<file path="config.mk">
export PLATFORM = sky130hd
export DESIGN_NAME = cicd_ctrl
export DESIGN_NICKNAME = d
export VERILOG_FILES = /design/src/rtl/cicd_pkg.sv /design/src/rtl/cicd_ctrl.sv
export SDC_FILE = /design/constraint.sdc
export NUM_CORES = 1
export LEC_CHECK = 0
export ABC_AREA = 0
export BUFFER_PORTS_ARGS = -buffer_cell sky130_fd_sc_hd__buf_2
export CAP_MARGIN = 20
export CELL_PAD_IN_SITES_DETAIL_PLACEMENT = 1
export CELL_PAD_IN_SITES_GLOBAL_PLACEMENT = 1
export CORE_UTILIZATION = 29
export CTS_BUF_LIST = sky130_fd_sc_hd__clkbuf_16
export CTS_CLUSTER_DIAMETER = 200
export DETAILED_ROUTE_END_ITERATION = 10
export PLACE_DENSITY_LB_ADDON = 0.1
export SYNTH_ARGS = -nofsm -noshare
export SYNTH_HDL_FRONTEND = slang
export SYNTH_SLANG_ARGS = --single-unit
</file>
<file path="constraint.sdc">
create_clock -name clk -period 1.7 [get_ports clk]
set_clock_uncertainty 0.15 [all_clocks]
set_input_delay 0.34 -clock clk [delete_from_list [all_inputs] [get_ports clk]]
set_output_delay 0.34 -clock clk [all_outputs]
set_load 0.1 [all_outputs]
</file>
<file path="src/rtl/cicd_pkg.sv">
// ----------------------------------------------------------------------------
// cicd_pkg
// Shared constants, request codes and controller/datapath interface structs
// for the cloud-in-cell density deposit block.
// ----------------------------------------------------------------------------
package cicd_pkg;

    localparam int GRID_X_DEF        = 64;
    localparam int GRID_Y_DEF        = 64;
    localparam int MAX_PARTICLES_DEF = 4096;

    localparam int REQ_W  = 2;
    localparam int POS_W  = 24;
    localparam int DENS_W = 29;
    localparam int FRAC_W = 16;

    localparam logic [REQ_W-1:0] REQ_LOAD = 2'd0;
    localparam logic [REQ_W-1:0] REQ_DENS = 2'd1;
    localparam logic [REQ_W-1:0] REQ_BIN  = 2'd2;

    // controller -> datapath
    typedef struct packed {
        logic acc_load;   // load transaction accepted
        logic lay;        // lay out grid from bounding box
        logic clr_wr;     // clear one density node
        logic p_rd;       // read stored particle
        logic p_chk;      // start binning of particle read data
        logic div_step;   // one quotient bit, both axes
        logic bin_wr;     // write bin/frac, latch node base
        logic w_rd;       // read density node, form weight
        logic w_wr;       // accumulate into density node
        logic next_part;  // advance particle pointer
        logic q_dens;     // density query read
        logic q_bin;      // binning query read
        logic out_load;   // load output register
    } cmd_t;

    // datapath -> controller
    typedef struct packed {
        logic clr_done;
        logic empty;
        logic lost;
        logic div_done;
        logic node_last;
        logic last_part;
        logic out_free;
    } sts_t;

endpackage

</file>
<file path="src/rtl/cicd_ctrl.sv">
// ----------------------------------------------------------------------------
// cicd_ctrl
// Sequencer: request decode, clear sweep, per-particle binning and the four
// node updates of each deposit.
// ----------------------------------------------------------------------------
module cicd_ctrl (
    input  logic                       clk,
    input  logic                       rst_n,
    input  logic                       in_valid,
    output logic                       in_ready,
    input  logic [cicd_pkg::REQ_W-1:0] req_type,
    input  logic                       last_particle,
    input  cicd_pkg::sts_t             sts,
    output cicd_pkg::cmd_t             cmd
);
    import cicd_pkg::*;

    localparam logic [3:0] S_IDLE  = 4'd0;
    localparam logic [3:0] S_LAY   = 4'd1;
    localparam logic [3:0] S_CLR   = 4'd2;
    localparam logic [3:0] S_PRD   = 4'd3;
    localparam logic [3:0] S_PCHK  = 4'd4;
    localparam logic [3:0] S_DIV   = 4'd5;
    localparam logic [3:0] S_BINW  = 4'd6;
    localparam logic [3:0] S_WRD   = 4'd7;
    localparam logic [3:0] S_WWR   = 4'd8;
    localparam logic [3:0] S_QWAIT = 4'd9;

    logic [3:0] state_reg;
    logic [3:0] state_next;
    logic       accept;

    assign in_ready = (state_reg == S_IDLE);
    assign accept   = in_valid && in_ready;

    always_comb
    begin
        cmd        = '0;
        state_next = state_reg;
        unique case (state_reg)
            S_IDLE:
            begin
                if (accept)
                begin
                    case (req_type)
                        REQ_LOAD:
                        begin
                            cmd.acc_load = 1'b1;
                            if (last_particle)
                                state_next = S_LAY;
                        end
                        REQ_DENS:
                        begin
                            cmd.q_dens = 1'b1;
                            state_next = S_QWAIT;
                        end
                        REQ_BIN:
                        begin
                            cmd.q_bin  = 1'b1;
                            state_next = S_QWAIT;
                        end
                        default: ;
                    endcase
                end
            end
            S_LAY:
            begin
                cmd.lay    = 1'b1;
                state_next = S_CLR;
            end
            S_CLR:
            begin
                cmd.clr_wr = 1'b1;
                if (sts.clr_done)
                    state_next = sts.empty ? S_IDLE : S_PRD;
            end
            S_PRD:
            begin
                cmd.p_rd   = 1'b1;
                state_next = S_PCHK;
            end
            S_PCHK:
            begin
                cmd.p_chk = 1'b1;
                if (sts.lost)
                begin
                    cmd.next_part = 1'b1;
                    state_next    = sts.last_part ? S_IDLE : S_PRD;
                end
                else
                    state_next = S_DIV;
            end
            S_DIV:
            begin
                cmd.div_step = 1'b1;
                if (sts.div_done)
                    state_next = S_BINW;
            end
            S_BINW:
            begin
                cmd.bin_wr = 1'b1;
                state_next = S_WRD;
            end
            S_WRD:
            begin
                cmd.w_rd   = 1'b1;
                state_next = S_WWR;
            end
            S_WWR:
            begin
                cmd.w_wr = 1'b1;
                if (sts.node_last)
                begin
                    cmd.next_part = 1'b1;
                    state_next    = sts.last_part ? S_IDLE : S_PRD;
                end
                else
                    state_next = S_WRD;
            end
            S_QWAIT:
            begin
                if (sts.out_free)
                begin
                    cmd.out_load = 1'b1;
                    state_next   = S_IDLE;
                end
            end
            default: state_next = S_IDLE;
        endcase
    end

    always_ff @(posedge clk or negedge rst_n)
    begin
        if (!rst_n)
            state_reg <= S_IDLE;
        else
            state_reg <= state_next;
    end

endmodule

</file>
==> results.toml, run 1 <==
[floorplanning]
dieWidth_um = 44.27
start_util = 0.3250
fp-row-count = 14
io_pins = 27
fp.dieH_um = 44.27

[synth]
synth_edf_count = 0
synth_fp_nets = 82
synthArstFlopShare = 1.000
synth_warnings = 0
ys_ff_latch = 4
synthCells = 66
syn_area_um2 = 518.0
dominantRegCellSynth = "dfrtp_1"
synth_cell_types = 31
seq_area_frac_synth = 0.1932
avgSynthCellArea_um2 = 7.848

[placed_design]
preCtsSetupSlack_ps = -112.1
portBuffers = 26
gp_congestion = 0.7829
place_hpwl_mm = 2.129
place_area_um2 = 1125

[cts]
cts.hold.buffers_added = 1
cts.repair.resized = 36
tritoncts.num_buffers = 3
htreeDepth = 1
cts_setup_buffers = 7
clk_path_buf_depth = 2
cts.sinks = 4
root_buffer = "clkbuf_16"

[status]
firstError = "[ERROR DPL-0033] detailed placement checks failed during check placement."
outcome = "aborted with a tool error"
failed_stage = "clock tree synthesis"
[synthesized netlist by cell type, drive strengths merged (2+ instances only)]
master  number  share of area
buf          4          0.063
o21ai        4          0.046
inv          7          0.051
nor3         8          0.077
nor2         5          0.036
dfrtp        4           0.19
nand2        3          0.022
ha           3          0.072
a211oi       2          0.029
nand3        2          0.019
o32ai        3          0.065
nor4         2          0.053
a21oi        2          0.019
nand2b       4          0.053
and3         3          0.036
[logic make-up after synthesis]
kind of cell    Yosys count  share of synthesized area
mux                       1                    0.01932
flops                     4                     0.1932
fa+ha+maj                 3                    0.07247
xor+xnor                  1                    0.01691
buf+inv                  11                     0.1135
compound gates           17                     0.2633
simple gates             29                     0.3213
[metrics by stage]
stage | hold WS [ps] | std cells | TNS, ps
global placement | -3.717 | 131 | -116.2
floorplan | -105.6 | 66 | -8270
detailed placement | 7.870 | 131 | -524.0
==> run 2: changes to the inputs <==
CELL_PAD_IN_SITES_DETAIL_PLACEMENT = default   (was 1)
CELL_PAD_IN_SITES_GLOBAL_PLACEMENT = default   (was 1)
CORE_AREA = 2 2 63 65   (was default)
CORE_UTILIZATION = default   (was 29)
CTS_BUF_LIST = default   (was sky130_fd_sc_hd__clkbuf_16)
CTS_CLUSTER_DIAMETER = default   (was 200)
DIE_AREA = 0 0 65 67   (was default)
PLACE_DENSITY_LB_ADDON = 0.15   (was 0.1)
==> run 2 against run 1 <==
  * The flow now finishes, with violations (setup timing)
  * Synthesized cell count stayed put
  * Synthesized area stayed put
==> results.toml, run 2 <==
[status]
outcome = "finished with violations"
violations = "setup timing"

[cts]
cts.sinks = 4
cts.clk_slew.worst_paths_ps = 30
cts_tree = "built"
tritoncts.num_buffers = 3
insertion_delay_ps = 220
clk_path_buf_depth = 2
root_buffer = "clkbuf_8"
htreeDepth = 1

[placed_design]
portBuffers = 26
place_inst = 151
place_hpwl_mm = 1.441
gp_congestion = 0.7313

[synth]
synth_top_area_cell = "dfrtp_1"
synthCells = 66
netlist_top_cells_count = "nor3_1, inv_1, nor2_1"
syn_area_um2 = 518.0
avgSynthCellArea_um2 = 7.848
netlist.area_leader.share = 0.1932
synth_warnings = 0
synth_most_common_cell = "nor3_1"
ys_ff_latch = 4
seq_area_frac_synth = 0.1932
dominantRegCellSynth = "dfrtp_1"
synth_cell_types = 31
synth_fp_nets = 82
synthArstFlopShare = 1.000
synth_edf_count = 0
yosys-top-cells-area = "dfrtp_1, nor3_1, ha_1, inv_1, buf_6"

[critical_path]
critPathKind = "flip-flop to output pin"
r2r-start = "state_reg[0]"
path_depth = 3
crit_buf_inv = 1
cp_top_family = "simple AND/OR/NAND/NOR gates"
crit_required_ps = 1210
cp.arrival_ps = 1440
cp-endpoint = "cmd[12]"
end_kind = "output pin"
cp_max_fo = 5
slowest_stage = "dfrtp_2"
r2r_cells = 7
cp-start-kind = "flip-flop"
cp_cell_sequence = "nor4_4 -> and3_2 -> buf_12"
reg2reg_setup_slack_ps = -90
critPathMaxStageDelay_ps = 420
reg2reg_to = "state_reg[1]"
cp-startpoint = "state_reg[3]"

[route]
ant_nets = 0
drt_pass1_iterations = 2
drc = 0
drt_wl_total_mm = 1.983
vias = 728
vias_per_cell = 4.359
drtIter0Drc = 6
detail_route.wl_per_cell_um = 11.87

[min_path]
hold_depth = 2
hold_class = "input pin to flip-flop"

[floorplanning]
start_util = 0.1437
dieWidth_um = 65
io_pins = 27
fp-row-count = 22
fp.dieH_um = 67
core-area_um2 = 3606
dieArea_um2 = 4355

[cells_and_area]
regArea_um2 = 103.9
layoutNonFillerInstCount = 167
multi_input_area_um2 = 565.5
fill_cells = 364
drive_gt1_frac = 0.7479
fin_nets = 136
largest_register_ff_count = 4
syn_to_final_growth_pct = 168.8
final_common_cell = "buf_4"
n_antenna_cell = 0
mostFrequentLayoutCells = "buf_4, buf_12, buf_2, nor3_4, inv_1"

[sta]
timing.final.crit_share = 1.136
max_freq_mhz = 517.8
layout_setup_ws_ps = -231.2
report.final.setup_viol = 15
finalCriticalPeriod_ps = 1931
whs_ps = 204.7
slew_viol_final = 0
tightest_slew_ps = 342.8
maxSlewHeadroom = 0.7695
rsz0062_at_grt = "yes"
finalHoldViolCount = 0

[grt]
grt_pass1_vias = 753
grt_max_degree = 11
grt_first_pass_wirelength_mm = 3.332
globalRouteOverflowTotal = 0
track_usage = 0.09814
antenna_found_initial = 0

[pwr]
leakage_nw = 0.5891
power_mw = 2.888
ir_drop_mv = 0.9962
power_density_nw_per_um2 = 2074

[run]
maxCapViolCount = 0
## run 2: cell counts after synthesis
No cell type changed its count.
## run 2: how the worst min path moves through the flow
stage	start	end	slack, ps
global placement	rst_n	state_reg[3]	1
floorplan	rst_n	state_reg[0]	-110
detailed placement	rst_n	state_reg[3]	-4
CTS	sts[6]	state_reg[1]	190
finish	sts[0]	state_reg[3]	200
global route	sts[0]	state_reg[3]	220
## run 2: cell type report
type,instances,area share
timing repair buffer,53,0.4196
multi-input combinational,51,0.4061
sequential,4,0.07457
tap,48,0.04313
clock buffer,4,0.03234
inverter,7,0.02426
## run 2: worst register-to-register path: stages, from the launching register on
cell	delay (ps)
dfrtp_2	470
buf_12	160
buf_4	150
nor3_4	150
o32ai_4	140
and2_4	160
a41oi_2	180
o41ai_2	100
## run 2: routing by layer
layer	vias to the layer above	wire length [µm]	track usage
li1	353	-	-
met1	348	768	0.1136
met2	23	1086	0.1753
met3	4	110	0.02027
met4	0	18	0.03989
met5	-	0	0
## run 2: timing repair
| item | in CTS | in global routing |
|---|---|---|
| hold endpoints to repair | 4 | 0 |
| pin swaps | 5 | 7 |
| gates resized for setup | 16 | 12 |
| endpoints found under the setup margin | 15 | 17 |
| buffers inserted | 9 | 3 |
| hold buffers | 1 | 0 |
## run 2: cells by family (layout without fill, tap and decap cells)
family	Yosys count	count (layout)	share of synthesized area
xor+xnor	1	1	0.01691
flops	4	4	0.1932
fa+ha+maj	3	3	0.07247
mux	1	1	0.01932
simple gates	29	29	0.3213
buf+inv	11	64	0.1135
compound gates	17	17	0.2633
## run 2: stage by stage
step / cell area [µm²] / worst slack, ps / utilization / TNS [ps]
floorplan: 638.1 / -1106 / - / -8270
global placement: 1125 / -37.16 / 0.3119 / -62.04
detailed placement: 1125 / -39.21 / 0.3119 / -71.34
CTS: 1318 / -245.7 / 0.3654 / -2485
global route: 1393 / -304.5 / 0.3862 / -3205
finish: 1393 / -231.2 / 0.3862 / -2307
## run 2: power by group
group | switching (mW) | internal, mW
combinational | 1.39 | 1.06
sequential | 0.0761 | 0.145
clock | 0.0529 | 0.160
No activity file was read; power rests on OpenSTA's default activity.
